$ cat src/rtl/fss_pkg.sv
// ----------------------------------------------------------------------------
// fss_pkg - furnace safety supervisor package
// types, codes and fixed thresholds used by the supervisor
// ----------------------------------------------------------------------------
package fss_pkg;

  typedef enum logic [1:0] {
    MODE_INACTIVE = 2'd0,
    MODE_RAMP     = 2'd1,
    MODE_SOAK     = 2'd2,
    MODE_COOL     = 2'd3
  } kiln_mode_e;

  typedef enum logic [3:0] {
    FAULT_NONE       = 4'd0,
    FAULT_PROGRAM    = 4'd1,
    FAULT_SENSOR     = 4'd2,
    FAULT_NO_RISE    = 4'd3,
    FAULT_RAMP_HARD  = 4'd4,
    FAULT_RAMP_OVER  = 4'd5,
    FAULT_SOAK_UNDER = 4'd6,
    FAULT_SOAK_OVER  = 4'd7,
    FAULT_COOL_UNDER = 4'd8,
    FAULT_COOL_RISE  = 4'd9
  } fault_code_e;

  typedef enum logic [2:0] {
    CFG_RAMP_OVER_TOL  = 3'd0,
    CFG_RAMP_HARD_STOP = 3'd1,
    CFG_SOAK_UNDER_TOL = 3'd2,
    CFG_SOAK_OVER_TOL  = 3'd3,
    CFG_SOAK_HARD_STOP = 3'd4,
    CFG_COOL_UNDER_TOL = 3'd5,
    CFG_NO_RISE_MIN    = 3'd6,
    CFG_COOL_RUN_RISE  = 3'd7
  } cfg_idx_e;

  localparam int NUM_CFG = 8;
  localparam int CFG_W   = 12;

  typedef logic [CFG_W-1:0] cfg_word_t;

  localparam cfg_word_t CFG_RESET [NUM_CFG] = '{
    12'd240, 12'd480, 12'd160, 12'd160, 12'd400, 12'd160, 12'd89, 12'd80
  };

  // debounce timer slots
  localparam int NUM_DB        = 7;
  localparam int DB_SENSOR     = 0;
  localparam int DB_RAMP_HARD  = 1;
  localparam int DB_RAMP_OVER  = 2;
  localparam int DB_SOAK_UNDER = 3;
  localparam int DB_SOAK_HARD  = 4;
  localparam int DB_SOAK_OVER  = 5;
  localparam int DB_COOL_UNDER = 6;

  localparam logic [31:0] DB_DURATION [NUM_DB] = '{
    32'd5000, 32'd0, 32'd300000, 32'd300000, 32'd0, 32'd120000, 32'd300000
  };

  localparam fault_code_e DB_FAULT [NUM_DB] = '{
    FAULT_SENSOR, FAULT_RAMP_HARD, FAULT_RAMP_OVER, FAULT_SOAK_UNDER,
    FAULT_SOAK_OVER, FAULT_SOAK_OVER, FAULT_COOL_UNDER
  };

  localparam logic signed [15:0] SENSOR_MIN = -16'sd800;
  localparam logic signed [15:0] SENSOR_MAX = 16'sd20800;

  localparam logic [9:0]  HEAT_DEMAND_PM    = 10'd800;
  localparam logic [9:0]  SOAK_DEMAND_PM    = 10'd700;
  localparam logic [9:0]  COOL_POWER_MAX_PM = 10'd50;
  localparam logic [31:0] HEAT_WINDOW_MS    = 32'd600000;
  localparam logic [31:0] COOL_WINDOW_MS    = 32'd180000;
  localparam logic [7:0]  HEAT_FAIL_REQ     = 8'd2;
  localparam logic [6:0]  JUMP_RATE_MUL     = 7'd75;

  typedef struct packed {
    logic [31:0]        now_ms;
    logic [1:0]         kiln_mode;
    logic signed [15:0] temperature;
    logic               temperature_finite;
    logic signed [15:0] setpoint;
    logic [9:0]         heater_power;
    logic               program_ok;
  } sample_t;

endpackage

$ cat src/rtl/fss_sample_if.sv
// ----------------------------------------------------------------------------
// fss_sample_if - telemetry sample channel
// one beat carries one sample for the supervisor
// ----------------------------------------------------------------------------
interface fss_sample_if;
  logic               valid;
  logic               ready;
  logic [31:0]        now_ms;
  logic [1:0]         kiln_mode;
  logic signed [15:0] temperature;
  logic               temperature_finite;
  logic signed [15:0] setpoint;
  logic [9:0]         heater_power;
  logic               program_ok;

  modport source (
    output valid, now_ms, kiln_mode, temperature, temperature_finite,
           setpoint, heater_power, program_ok,
    input  ready
  );
  modport sink (
    input  valid, now_ms, kiln_mode, temperature, temperature_finite,
           setpoint, heater_power, program_ok,
    output ready
  );
endinterface

$ cat src/rtl/fss_fault_if.sv
// ----------------------------------------------------------------------------
// fss_fault_if - fault result channel
// one beat carries the fault code of one sample
// ----------------------------------------------------------------------------
interface fss_fault_if;
  logic       valid;
  logic       ready;
  logic [3:0] fault_code;

  modport source (output valid, fault_code, input ready);
  modport sink (input valid, fault_code, output ready);
endinterface

$ cat src/rtl/fss_cfg_if.sv
// ----------------------------------------------------------------------------
// fss_cfg_if - configuration write channel
// one beat writes one threshold register
// ----------------------------------------------------------------------------
interface fss_cfg_if;
  logic        valid;
  logic        ready;
  logic [2:0]  index;
  logic [11:0] data;

  modport source (output valid, index, data, input ready);
  modport sink (input valid, index, data, output ready);
endinterface

$ cat src/rtl/furnace_safety_supervisor.sv
// ----------------------------------------------------------------------------
// furnace_safety_supervisor - telemetry safety checks for a kiln controller
// checks each sample in priority order and reports the first fault found
// ----------------------------------------------------------------------------
//
// channel   dir  beat
// sample_i  in   one telemetry sample (time, mode, temps, power, program flag)
// fault_o   out  one fault code per sample, 0 when all checks pass
// cfg_i     in   one 12-bit threshold write, index 0..7
//
// one sample per cycle sustained while fault_o is ready; a sample sits in
// the input register, then its fault code sits in the result register,
// which drives fault_o; the check chain and all state updates sit between
// those two registers
// reset loads the threshold defaults and clears all windows and timers
// a stalled result holds the result register; the input register keeps
// accepting until it too is full, then sample_i.ready drops
//
module furnace_safety_supervisor (
  input  logic clk_i,
  input  logic rst_ni,
  fss_sample_if.sink  sample_i,
  fss_fault_if.source fault_o,
  fss_cfg_if.sink     cfg_i
);
  import fss_pkg::*;

  // threshold registers
  cfg_word_t cfg_q [NUM_CFG];

  // input and result registers
  logic        in_valid_q;
  sample_t     in_q;
  logic        out_valid_q;
  fault_code_e out_code_q;

  // supervisor state
  logic               last_valid_q, last_valid_d;
  logic [31:0]        last_time_q, last_time_d;
  logic signed [15:0] last_temp_q, last_temp_d;
  logic               heat_active_q, heat_active_d;
  logic [31:0]        heat_time_q, heat_time_d;
  logic signed [15:0] heat_temp_q, heat_temp_d;
  logic [7:0]         heat_failed_q, heat_failed_d;
  logic [NUM_DB-1:0]  run_q, run_d;
  logic [31:0]        db_start_q [NUM_DB];
  logic [31:0]        db_start_d [NUM_DB];
  logic               cool_active_q, cool_active_d;
  logic [31:0]        cool_time_q, cool_time_d;
  logic signed [15:0] cool_temp_q, cool_temp_d;

  // handshake
  logic advance;
  logic sample_acc;

  assign advance    = in_valid_q && (!out_valid_q || fault_o.ready);
  assign sample_acc = sample_i.valid && sample_i.ready;

  assign sample_i.ready    = !in_valid_q || advance;
  assign fault_o.valid     = out_valid_q;
  assign fault_o.fault_code = out_code_q;
  assign cfg_i.ready       = 1'b1;

  // signed over/deficit against an unsigned threshold
  function automatic logic sge(logic signed [16:0] a, cfg_word_t b);
    return a >= $signed({5'd0, b});
  endfunction

  // decoded sample
  kiln_mode_e         mode;
  logic               fin;
  logic signed [16:0] over;
  logic signed [16:0] deficit;
  logic signed [16:0] jump;
  logic [15:0]        jump_abs;
  logic [22:0]        jump_scaled;
  logic [31:0]        jump_dt;
  logic               jump_bad;
  logic               invalid;
  logic signed [16:0] heat_rise;
  logic signed [16:0] cool_rise;
  logic [31:0]        heat_elapsed;
  logic [31:0]        cool_elapsed;
  logic [31:0]        db_elapsed [NUM_DB];
  logic [NUM_DB-1:0]  cond;
  logic [NUM_DB-1:0]  fire;
  fault_code_e        fault;
  logic               stop;

  assign mode    = kiln_mode_e'(in_q.kiln_mode);
  assign fin     = in_q.temperature_finite;
  assign over    = {in_q.temperature[15], in_q.temperature}
                 - {in_q.setpoint[15], in_q.setpoint};
  assign deficit = {in_q.setpoint[15], in_q.setpoint}
                 - {in_q.temperature[15], in_q.temperature};

  // jump rate: |dT| * 75 > 2 * dt, cross-multiplied
  assign jump        = {in_q.temperature[15], in_q.temperature}
                     - {last_temp_q[15], last_temp_q};
  assign jump_abs    = jump[16] ? 16'(-jump) : jump[15:0];
  assign jump_scaled = 23'(jump_abs) * 23'(JUMP_RATE_MUL);
  assign jump_dt     = in_q.now_ms - last_time_q;
  assign jump_bad    = fin && last_valid_q && (in_q.now_ms > last_time_q)
                    && ({10'd0, jump_scaled} > {jump_dt, 1'b0});

  assign invalid = !fin || (in_q.temperature < SENSOR_MIN)
                || (in_q.temperature > SENSOR_MAX) || jump_bad;

  assign heat_rise    = {in_q.temperature[15], in_q.temperature}
                      - {heat_temp_q[15], heat_temp_q};
  assign cool_rise    = {in_q.temperature[15], in_q.temperature}
                      - {cool_temp_q[15], cool_temp_q};
  assign heat_elapsed = in_q.now_ms - heat_time_q;
  assign cool_elapsed = in_q.now_ms - cool_time_q;

  // debounce conditions, one per timer
  assign cond[DB_SENSOR]     = invalid;
  assign cond[DB_RAMP_HARD]  = (mode == MODE_RAMP) && fin
                            && sge(over, cfg_q[CFG_RAMP_HARD_STOP]);
  assign cond[DB_RAMP_OVER]  = (mode == MODE_RAMP) && fin
                            && sge(over, cfg_q[CFG_RAMP_OVER_TOL]);
  assign cond[DB_SOAK_UNDER] = (mode == MODE_SOAK) && fin
                            && sge(deficit, cfg_q[CFG_SOAK_UNDER_TOL])
                            && (in_q.heater_power >= SOAK_DEMAND_PM);
  assign cond[DB_SOAK_HARD]  = (mode == MODE_SOAK) && fin
                            && sge(over, cfg_q[CFG_SOAK_HARD_STOP]);
  assign cond[DB_SOAK_OVER]  = (mode == MODE_SOAK) && fin
                            && sge(over, cfg_q[CFG_SOAK_OVER_TOL]);
  assign cond[DB_COOL_UNDER] = (mode == MODE_COOL) && fin
                            && sge(deficit, cfg_q[CFG_COOL_UNDER_TOL]);

  // a timer that starts on this sample has zero elapsed time
  for (genvar g = 0; g < NUM_DB; g++) begin : g_db
    assign db_elapsed[g] = in_q.now_ms - db_start_q[g];
    assign fire[g] = cond[g] && (run_q[g] ? (db_elapsed[g] >= DB_DURATION[g])
                                          : (DB_DURATION[g] == 32'd0));
  end

  // check chain in priority order; a fault stops all later updates
  always_comb begin
    last_valid_d  = last_valid_q;
    last_time_d   = last_time_q;
    last_temp_d   = last_temp_q;
    heat_active_d = heat_active_q;
    heat_time_d   = heat_time_q;
    heat_temp_d   = heat_temp_q;
    heat_failed_d = heat_failed_q;
    run_d         = run_q;
    db_start_d    = db_start_q;
    cool_active_d = cool_active_q;
    cool_time_d   = cool_time_q;
    cool_temp_d   = cool_temp_q;
    fault         = FAULT_NONE;
    stop          = 1'b0;

    if (mode == MODE_INACTIVE) begin
      // inactive clears every window, timer and the last sample
      last_valid_d  = 1'b0;
      last_time_d   = '0;
      last_temp_d   = '0;
      heat_active_d = 1'b0;
      heat_time_d   = '0;
      heat_temp_d   = '0;
      heat_failed_d = '0;
      run_d         = '0;
      for (int i = 0; i < NUM_DB; i++) db_start_d[i] = '0;
      cool_active_d = 1'b0;
      cool_time_d   = '0;
      cool_temp_d   = '0;
      stop          = 1'b1;
    end else if (!in_q.program_ok) begin
      fault = FAULT_PROGRAM;
      stop  = 1'b1;
    end else begin
      // sensor debounce; a sensor fault keeps the old last sample
      run_d[DB_SENSOR] = cond[DB_SENSOR];
      if (cond[DB_SENSOR] && !run_q[DB_SENSOR]) db_start_d[DB_SENSOR] = in_q.now_ms;
      if (fire[DB_SENSOR]) begin
        fault = FAULT_SENSOR;
        stop  = 1'b1;
      end

      if (!stop) begin
        last_temp_d  = in_q.temperature;
        last_time_d  = in_q.now_ms;
        last_valid_d = fin;

        // heat demand with no rise
        if ((mode == MODE_RAMP) && (in_q.heater_power >= HEAT_DEMAND_PM)) begin
          if (!heat_active_q) begin
            heat_active_d = 1'b1;
            heat_time_d   = in_q.now_ms;
            heat_temp_d   = in_q.temperature;
          end else if (heat_elapsed >= HEAT_WINDOW_MS) begin
            if (fin && !sge(heat_rise, cfg_q[CFG_NO_RISE_MIN])) begin
              if (heat_failed_q != 8'hFF) heat_failed_d = heat_failed_q + 8'd1;
            end else begin
              heat_failed_d = '0;
            end
            heat_time_d = in_q.now_ms;
            heat_temp_d = in_q.temperature;
          end
          if (heat_failed_d >= HEAT_FAIL_REQ) begin
            fault = FAULT_NO_RISE;
            stop  = 1'b1;
          end
        end else begin
          heat_active_d = 1'b0;
          heat_failed_d = '0;
        end
      end

      // remaining debounced checks, in order
      for (int i = DB_RAMP_HARD; i < NUM_DB; i++) begin
        if (!stop) begin
          run_d[i] = cond[i];
          if (cond[i] && !run_q[i]) db_start_d[i] = in_q.now_ms;
          if (fire[i]) begin
            fault = DB_FAULT[i];
            stop  = 1'b1;
          end
        end
      end

      // cooling runaway at low power
      if (!stop) begin
        if ((mode == MODE_COOL) && (in_q.heater_power <= COOL_POWER_MAX_PM)) begin
          if (!cool_active_q) begin
            cool_active_d = 1'b1;
            cool_time_d   = in_q.now_ms;
            cool_temp_d   = in_q.temperature;
          end else if (cool_elapsed >= COOL_WINDOW_MS) begin
            if (fin && sge(cool_rise, cfg_q[CFG_COOL_RUN_RISE])) begin
              fault = FAULT_COOL_RISE;
            end else begin
              cool_time_d = in_q.now_ms;
              cool_temp_d = in_q.temperature;
            end
          end
        end else begin
          cool_active_d = 1'b0;
        end
      end
    end
  end

  // threshold registers
  always_ff @(posedge clk_i or negedge rst_ni) begin
    if (!rst_ni) begin
      for (int i = 0; i < NUM_CFG; i++) cfg_q[i] <= CFG_RESET[i];
    end else if (cfg_i.valid && cfg_i.ready) begin
      cfg_q[cfg_i.index] <= cfg_i.data;
    end
  end

  // input and result valid flags
  always_ff @(posedge clk_i or negedge rst_ni) begin
    if (!rst_ni) begin
      in_valid_q  <= 1'b0;
      out_valid_q <= 1'b0;
    end else begin
      if (sample_acc) begin
        in_valid_q <= 1'b1;
      end else if (advance) begin
        in_valid_q <= 1'b0;
      end
      if (advance) begin
        out_valid_q <= 1'b1;
      end else if (fault_o.ready) begin
        out_valid_q <= 1'b0;
      end
    end
  end

  // payload registers
  always_ff @(posedge clk_i) begin
    if (sample_acc) begin
      in_q.now_ms             <= sample_i.now_ms;
      in_q.kiln_mode          <= sample_i.kiln_mode;
      in_q.temperature        <= sample_i.temperature;
      in_q.temperature_finite <= sample_i.temperature_finite;
      in_q.setpoint           <= sample_i.setpoint;
      in_q.heater_power       <= sample_i.heater_power;
      in_q.program_ok         <= sample_i.program_ok;
    end
    if (advance) out_code_q <= fault;
  end

  // supervisor state, committed as the sample moves to the result register
  always_ff @(posedge clk_i or negedge rst_ni) begin
    if (!rst_ni) begin
      last_valid_q  <= 1'b0;
      last_time_q   <= '0;
      last_temp_q   <= '0;
      heat_active_q <= 1'b0;
      heat_time_q   <= '0;
      heat_temp_q   <= '0;
      heat_failed_q <= '0;
      run_q         <= '0;
      for (int i = 0; i < NUM_DB; i++) db_start_q[i] <= '0;
      cool_active_q <= 1'b0;
      cool_time_q   <= '0;
      cool_temp_q   <= '0;
    end else if (advance) begin
      last_valid_q  <= last_valid_d;
      last_time_q   <= last_time_d;
      last_temp_q   <= last_temp_d;
      heat_active_q <= heat_active_d;
      heat_time_q   <= heat_time_d;
      heat_temp_q   <= heat_temp_d;
      heat_failed_q <= heat_failed_d;
      run_q         <= run_d;
      db_start_q    <= db_start_d;
      cool_active_q <= cool_active_d;
      cool_time_q   <= cool_time_d;
      cool_temp_q   <= cool_temp_d;
    end
  end

  // failed-window count only lives inside an open heat window
  a_heat_count_in_window : assert property (
    @(posedge clk_i) disable iff (!rst_ni)
    (heat_failed_q != 8'd0) |-> heat_active_q
  ) else $error("heat fail count set with no heat window");

  // a full input register that cannot move on must refuse a new sample
  a_no_overrun : assert property (
    @(posedge clk_i) disable iff (!rst_ni)
    (in_valid_q && !advance) |-> !sample_i.ready
  ) else $error("sample accepted over a held one");

  // an inactive sample leaves every window and timer cleared
  a_inactive_clears : assert property (
    @(posedge clk_i) disable iff (!rst_ni)
    (advance && (mode == MODE_INACTIVE)) |=>
      (run_q == '0) && !last_valid_q && !heat_active_q && !cool_active_q
  ) else $error("inactive sample left state behind");

  // an inactive sample always reports no fault
  a_inactive_no_fault : assert property (
    @(posedge clk_i) disable iff (!rst_ni)
    (advance && (mode == MODE_INACTIVE)) |=> (out_code_q == FAULT_NONE)
  ) else $error("fault reported for inactive sample");

endmodule
$ cat src/flat_wrapper.sv
// flat-port wrapper written by rule: the top's interface ports become plain ports
module furnace_safety_supervisor_flat import fss_pkg::*;
  (clk_i, rst_ni, sample_i_valid, sample_i_now_ms, sample_i_kiln_mode, sample_i_temperature, sample_i_temperature_finite, sample_i_setpoint, sample_i_heater_power, sample_i_program_ok, sample_i_ready, fault_o_valid, fault_o_fault_code, fault_o_ready, cfg_i_valid, cfg_i_index, cfg_i_data, cfg_i_ready);
  fss_sample_if sample_i_i ();
  fss_fault_if fault_o_i ();
  fss_cfg_if cfg_i_i ();
  input  logic clk_i;
  input  logic rst_ni;
  input wire logic [$bits(sample_i_i.valid)-1:0] sample_i_valid;
  input wire logic [$bits(sample_i_i.now_ms)-1:0] sample_i_now_ms;
  input wire logic [$bits(sample_i_i.kiln_mode)-1:0] sample_i_kiln_mode;
  input wire logic [$bits(sample_i_i.temperature)-1:0] sample_i_temperature;
  input wire logic [$bits(sample_i_i.temperature_finite)-1:0] sample_i_temperature_finite;
  input wire logic [$bits(sample_i_i.setpoint)-1:0] sample_i_setpoint;
  input wire logic [$bits(sample_i_i.heater_power)-1:0] sample_i_heater_power;
  input wire logic [$bits(sample_i_i.program_ok)-1:0] sample_i_program_ok;
  output wire logic [$bits(sample_i_i.ready)-1:0] sample_i_ready;
  output wire logic [$bits(fault_o_i.valid)-1:0] fault_o_valid;
  output wire logic [$bits(fault_o_i.fault_code)-1:0] fault_o_fault_code;
  input wire logic [$bits(fault_o_i.ready)-1:0] fault_o_ready;
  input wire logic [$bits(cfg_i_i.valid)-1:0] cfg_i_valid;
  input wire logic [$bits(cfg_i_i.index)-1:0] cfg_i_index;
  input wire logic [$bits(cfg_i_i.data)-1:0] cfg_i_data;
  output wire logic [$bits(cfg_i_i.ready)-1:0] cfg_i_ready;
  assign sample_i_i.valid = sample_i_valid;
  assign sample_i_i.now_ms = sample_i_now_ms;
  assign sample_i_i.kiln_mode = sample_i_kiln_mode;
  assign sample_i_i.temperature = sample_i_temperature;
  assign sample_i_i.temperature_finite = sample_i_temperature_finite;
  assign sample_i_i.setpoint = sample_i_setpoint;
  assign sample_i_i.heater_power = sample_i_heater_power;
  assign sample_i_i.program_ok = sample_i_program_ok;
  assign sample_i_ready = sample_i_i.ready;
  assign fault_o_valid = fault_o_i.valid;
  assign fault_o_fault_code = fault_o_i.fault_code;
  assign fault_o_i.ready = fault_o_ready;
  assign cfg_i_i.valid = cfg_i_valid;
  assign cfg_i_i.index = cfg_i_index;
  assign cfg_i_i.data = cfg_i_data;
  assign cfg_i_ready = cfg_i_i.ready;
  furnace_safety_supervisor u_core (.clk_i(clk_i), .rst_ni(rst_ni), .sample_i(sample_i_i), .fault_o(fault_o_i), .cfg_i(cfg_i_i));
endmodule
$ cat config.mk
export PLATFORM = sky130hd
export DESIGN_NAME = furnace_safety_supervisor_flat
export DESIGN_NICKNAME = d
export VERILOG_FILES = /design/src/rtl/fss_pkg.sv /design/src/rtl/fss_sample_if.sv /design/src/rtl/fss_fault_if.sv /design/src/rtl/fss_cfg_if.sv /design/src/rtl/furnace_safety_supervisor.sv /design/src/flat_wrapper.sv
export SDC_FILE = /design/constraint.sdc
export NUM_CORES = 2
export LEC_CHECK = 0
export ABC_AREA = 1
export BUFFER_PORTS_ARGS = -buffer_cell sky130_fd_sc_hd__buf_4
export CELL_PAD_IN_SITES_DETAIL_PLACEMENT = 0
export CELL_PAD_IN_SITES_GLOBAL_PLACEMENT = 1
export CORE_MARGIN = 5
export CORE_UTILIZATION = 35
export DETAILED_ROUTE_END_ITERATION = 7
export PLACE_DENSITY_LB_ADDON = 0.1
export RECOVER_POWER = 50
export SETUP_SLACK_MARGIN = 0.5
export SKIP_LAST_GASP = 1
export SLEW_MARGIN = 10
export SYNTH_ARGS = -nofsm -noshare
export SYNTH_HDL_FRONTEND = slang
export SYNTH_SLANG_ARGS = --single-unit
$ cat constraint.sdc
create_clock -name clk_i -period 17.7 [get_ports clk_i]
set_input_delay 0 -clock clk_i [delete_from_list [all_inputs] [get_ports clk_i]]
set_output_delay 0 -clock clk_i [all_outputs]
set_load 0.01 [all_outputs]
== Word level (Yosys, flattened, before mapping) ==
Cells that the tools add are included.

* Word-level logic and storage cells: 338
* Memories kept: 0
* Register bits after elaboration: 566
* RAM bits: 0
* Bits in read-only memories: 0
* Input port bits: 98
* Output and inout bits: 7
* Bits in latches: 0

* Div/mod/pow operators: 0
* Multipliers: 1
* Bitwise logic cells: 2
* Shift operators: 0
* Reductions and logical operators: 82
* Order comparisons: 27
* Add/subtract/negate cells: 17
* Multiplexer cells: 151
* Equality and inequality tests: 15

{| class="wikitable"
|+ Operators by type and width
! kind !! number
|-
| $mux W32 || 29
|-
| $mux W224 || 2
|-
| $sub A32 B32 Y32 || 10
|-
| $mux W16 || 17
|-
| $ge A17 B13 Y1 || 8
|-
| $bwmux W96 || 1
|-
| $ge A32 B19 Y1 const B || 3
|-
| $mux W4 || 24
|-
| $mux W8 || 12
|-
| $sub A16 B16 Y17 || 5
|-
| $ge A32 B1 Y1 const B || 2
|-
| $mux W1 || 61
|-
| $demux W12 S3 || 1
|-
| $logic_and A1 B1 Y1 || 34
|-
| $gt A23 B33 Y1 || 1
|-
| $ge A32 B13 Y1 const B || 1
|-
| $ge A32 B17 Y1 const B || 1
|-
| $ge A32 B18 Y1 const B || 1
|-
| $ge A32 B20 Y1 const B || 1
|-
| $gt A32 B32 Y1 || 1
|-
| $reduce_and A3 Y1 || 9
|-
| $reduce_and A4 Y1 || 6
|-
| $reduce_bool A2 Y1 || 12
|-
| $mul A16 B7 Y23 const B || 1
|-
| other kinds (26) || 52
|}

== Longest topological paths before layout ==
* Word-level depth: 42
* Gate-level depth with buffers: 61
* Gate-level depth less buffers: 58

== Worst setup path after synthesis ==
No wires, ideal clock.

* Path type: reg2reg
* Start point: register u_core.in_q[29] (netlist bit)
* End point: register u_core.heat_time_q[24]
* Clock period less this slack: 8.803 ns
* Path buffers: 3
* Cell stages (with the launch flop): 59
* Arrival: 8.672 ns
* Slack: 8.897 ns
* Data required time: 17.570 ns
* Setup time: 0.130 ns
* Cells stage by stage: edfxtp_1 inv_1 fa_1 o21ai_0 nand2_1 nand2_1 a21oi_1 o21ai_0 a221o_1 or2_2 nand2_1 inv_1 clkbuf_1 nand2_1 xor2_1 inv_1 ha_1 ha_1 (+23 left out) nand3_1 or3_1 nand2_1 nor2_1 nand2_1 nor2_1 nand2_1 nand2_1 nand3_4 nand2_2 nand2_2 nand2_4 nor2_4 nor2_4 buf_6 buf_2 nand2_1 o21ai_0

* Word-level cells in the longest chain between the ends: 13
* Elaborated cells on any way between the ends: 17
* Those cells by class: add/sub (2); mul (1); order compare (3); eq/ne (1); mux (4); reduce/logical (6)

{| class="wikitable"
|+ RTL lines
! element !! RTL line !! source
|-
| start, declared || furnace_safety_supervisor.sv:33 || <nowiki>sample_t in_q;</nowiki>
|-
| $sub A16 B16 Y17 || furnace_safety_supervisor.sv:99 || <nowiki>- {last_temp_q[15], last_temp_q};</nowiki>
|-
| $neg A16 Y16 || furnace_safety_supervisor.sv:100 || <nowiki>assign jump_abs = jump[16] ? 16'(-jump) : jump[15:0];</nowiki>
|-
| $mux W16 || furnace_safety_supervisor.sv:100 ||
|-
| $mul A16 B7 Y23 || furnace_safety_supervisor.sv:101 || <nowiki>assign jump_scaled = 23'(jump_abs) * 23'(JUMP_RATE_MUL);</nowiki>
|-
| $gt A23 B33 Y1 || furnace_safety_supervisor.sv:104 || <nowiki>&& ({10'd0, jump_scaled} > {jump_dt, 1'b0});</nowiki>
|-
| $logic_and A1 B1 Y1 || furnace_safety_supervisor.sv:104 ||
|-
| $logic_or A1 B1 Y1 * || furnace_safety_supervisor.sv:107 || <nowiki>|| (in_q.temperature > SENSOR_MAX) || jump_bad;</nowiki>
|-
| $logic_and A1 B1 Y1 * || furnace_safety_supervisor.sv:135 || <nowiki>assign fire[g] = cond[g] && (run_q[g] ? (db_elapsed[g] >= DB_DURATION[g])</nowiki>
|-
| $mux W1 * || furnace_safety_supervisor.sv:178 || <nowiki>if (fire[DB_SENSOR]) begin</nowiki>
|-
| $mux W1 * || furnace_safety_supervisor.sv:171 || <nowiki>end else if (!in_q.program_ok) begin</nowiki>
|-
| $mux W1 * || furnace_safety_supervisor.sv:156 || <nowiki>if (mode == MODE_INACTIVE) begin</nowiki>
|-
| $ne A2 B1 Y1 (no line) * || n/a ||
|-
| $reduce_and A5 Y1 (no line) * || n/a ||
|-
| end signal, assigned || furnace_safety_supervisor.sv:309 || <nowiki>heat_time_q <= heat_time_d;</nowiki>
|-
| end, declared || furnace_safety_supervisor.sv:42 || <nowiki>logic [31:0] heat_time_q, heat_time_d;</nowiki>
|}

Mark *: on every way between the ends. The rest lies on a longest branch, timed or not. The select of a mux whose other input is x is not followed.
A chain may end at the register's enable or synchronous reset.

== Final worst setup path ==
* Start point: register u_core.in_q[29] (netlist bit)
* End point: register u_core.heat_time_q[29]

The elaborated chain is that of the path after synthesis.

==> impl_metrics.env <==
export IMPL_status="finished with violations"
export IMPL_violations="max-capacitance violations, max-slew violations"
export IMPL_n_fill_cell=13550
export IMPL_cp_start_kind="flop"
export IMPL_chipHeight_um=367.1
export IMPL_cp_arrival_ns=11.09
export IMPL_period_share_pct=59.76
export IMPL_grt_util_all_layers_pct=25.04
export IMPL_critPathSlowestCell="edfxtp_1"
export IMPL_synth_seq_cells=500
export IMPL_synth_fp_nets=7041
export IMPL_regArea_um2=12950
export IMPL_cts_tree="yes"
export IMPL_path_max_fanout=65
export IMPL_cts_resized=0
export IMPL_drt_iter0_drc=2740
export IMPL_insertion_delay_ns=0.67
export IMPL_synthDistinctLibCells=69
export IMPL_cts_sinks=500
export IMPL_avgSynthCellArea_um2=6.976
export IMPL_ys_seq_area_share_pct=29.02
export IMPL_synth_area_leaders="dfrtp_1, ha_1, nand2_1"
export IMPL_tns_ns=0
export IMPL_async_flop_share_pct=83.60
export IMPL_grt_pass1_vias=41040
export IMPL_cap_violations=6
export IMPL_gp_congestion=0.8981
export IMPL_synth_edf_count=82
export IMPL_hold_class="in -> reg"
export IMPL_yosys_area_top_type="dfrtp_1"
export IMPL_wl_per_cell_um=20.63
export IMPL_hold_viol=0
export IMPL_num_vias=42230
export IMPL_finalClockSkew_ns=0.02896
export IMPL_synth_area_um2=44630
export IMPL_period_needed_ns=10.58
export IMPL_relSlewSlack_pct=-193.6
export IMPL_initial_core_util_pct=35.09
export IMPL_viasPerCell=5.058
export IMPL_synth_flop_cell="dfrtp_1"
export IMPL_path_clk_slew_ns=0.06
export IMPL_layout_nets=7273
export IMPL_htree_levels=3
export IMPL_crit_type="reg -> reg"
export IMPL_drc=0
export IMPL_drive_gt1_share_pct=4.744
export IMPL_endpoint_kind="flop"
export IMPL_grt_start_max_net_pins=71
export IMPL_slew_violations=379
export IMPL_crit_required_ns=18.21
export IMPL_cts_buffer_depth=3
export IMPL_fp_dieW_um=367.1
export IMPL_worstMarginPinSlew_ns=4.404
export IMPL_core_area_um2=127200
export IMPL_cts_root_buf="clkbuf_16"
export IMPL_synthDominantCellAreaShare_pct=22.15
export IMPL_routed_wirelength_um=172200
export IMPL_dieArea_um2=134700
export IMPL_netlist_instances=6397
export IMPL_slowest_delay_ns=0.59
export IMPL_area_growth_synth_to_final_pct=13.82
export IMPL_antenna_found_initial=9
export IMPL_cts_buffers=68
export IMPL_first_pass_iters=6
export IMPL_max_clock_freq_ghz=0.09454
export IMPL_ys_warnings_count=0
export IMPL_multiInputGateArea_um2=26970
export IMPL_rows=131
export IMPL_hpwl_um=132300
export IMPL_ioPinCount=105
export IMPL_setup_viol=0
export IMPL_grt_pass1_wl_um=258300
export IMPL_io_buffer_count=103
export IMPL_grt_remaining_overflow=0
export IMPL_antenna_left=0
export IMPL_cpMostUsedCell="nand2_1"
export IMPL_rsz0062_at_grt="no"
## cell usage in the layout (no fill, tap or decap), types with 26 or more instances in the layout
master | synthesis | routed
nand2_1 | 1633 | 1632
inv_1 | 1117 | 1116
o21ai_0 | 528 | 528
ha_1 | 510 | 510
nor2_1 | 432 | 431
a21oi_1 | 424 | 424
dfrtp_1 | 395 | 395
nand3_1 | 307 | 307
xor2_1 | 148 | 148
nand4_1 | 123 | 123
dlygate4sd3_1 | 0 | 123
xnor2_1 | 82 | 82
edfxtp_1 | 82 | 82
clkbuf_4 | 0 | 77
nor3_1 | 70 | 70
clkbuf_16 | 0 | 70
buf_4 | 3 | 59
o21ai_1 | 45 | 45
o21bai_1 | 39 | 39
a21o_1 | 37 | 37
fa_1 | 36 | 36
clkbuf_1 | 72 | 32
nand3b_1 | 27 | 27
o21a_1 | 26 | 26
## what timing repair did
action | in CTS | in global routing
endpoints found under the hold margin | 263 | 0
hold buffers | 124 | 0
setup endpoints to repair | 0 | 0
buffers inserted | 0 | 0
## Yosys cell counts (all sizes together) (70+ instances only)
| cell type | instances |
|---|---|
| a21oi | 427 |
| nor3 | 70 |
| nand2 | 1640 |
| ha | 510 |
| xnor2 | 82 |
| xor2 | 148 |
| clkbuf | 74 |
| dfrtp | 395 |
| edfxtp | 82 |
| nand4 | 124 |
| nand3 | 313 |
| o21ai | 574 |
| nor2 | 440 |
| inv | 1117 |
## metal layers
layer,wire length [µm],track usage (%),vias up
li1,-,-,21290
met1,77480,33.11,19850
met2,81870,43.24,886
met3,7921,3.046,203
met4,4952,6.864,0
met5,0,0,-
## flip-flops by register name (all words and copies together) (netlist names), 4 cells and up
signal and count:
u_core.db_start_q 160, u_core.cool_time_q 32, u_core.last_temp_q 16, u_core.heat_temp_q 16
u_core.heat_time_q 32, u_core.cfg_q 96, u_core.fault_o.fault_code 4, u_core.cool_temp_q 16
u_core.run_q 5, u_core.last_time_q 32, u_core.heat_failed_q 8, u_core.in_q 75
## worst paths after layout
path / from / endpoint / slack, ns / cells after the start
max: u_core.in_q[29] / u_core.heat_time_q[29] / 7.12 / 56
max in group asynchronous: rst_ni / u_core.cfg_q[23] / 10.83 / 6
min in group asynchronous: rst_ni / u_core.db_start_q[211] / 0.68 / 3
min: sample_i_now_ms[19] / u_core.in_q[65] / 0.07 / 2
max reg2reg: u_core.in_q[29] / u_core.heat_time_q[29] / 7.12 / 56
min reg2reg: u_core.cfg_q[93] / u_core.cfg_q[93] / 0.48 / 2
## cell families after synthesis
family                   Yosys count  share of synthesized area [%]
AND/OR/NAND/NOR                 2665                          24.99
buffers and inverters           1237                          10.59
AO/OA/AOI/OAI                   1217                          14.94
adder cells (fa/ha/maj)          546                          15.91
flip-flops                       500                          29.02
XOR/XNOR                         230                          4.514
other                              1                       0.008403
multiplexers                       1                        0.02523
## area by class of cell
cell class | count | area share [%]
sequential | 500 | 25.50
inverter | 1122 | 8.294
clock inverter | 24 | 0.4877
multi-input combinational | 4660 | 53.10
antenna | 4 | 0.01971
tap | 1662 | 4.094
clock buffer | 99 | 3.939
timing repair buffer | 277 | 4.567
## critical path, delay by kind of cell (launching register included)
kind / cells / cell delay (ns)
and+or+nand+nor: 33 / 3.89
xor gates and xnor gates: 2 / 0.36
DFF: 1 / 0.59
AOI/OAI and AO/OA: 8 / 1.66
adders and majority gates: 7 / 2.76
buffers and inverters: 6 / 1.04
## through the flow
| step | instance area [µm²] | setup slack, ns | hold WS, ns | instances | util [%] |
|---|---|---|---|---|---|
| floorplan | 44630 | 8.897 | -0.2956 | 6397 | - |
| global placement | 47380 | 7.296 | 0.03852 | 8097 | 37.25 |
| detailed placement | 47380 | 7.180 | 0.04130 | 8097 | 37.25 |
| CTS | 50890 | 7.146 | 0.001148 | 8344 | 40.01 |
| global route | 50790 | 6.039 | 0.05123 | 8344 | 39.93 |
| finish | 50800 | 7.123 | 0.07429 | 8348 | 39.94 |
Power is left out: the tool's default activity adds up to more than one toggle a clock period on the data nets, which glitch-free logic cannot reach.
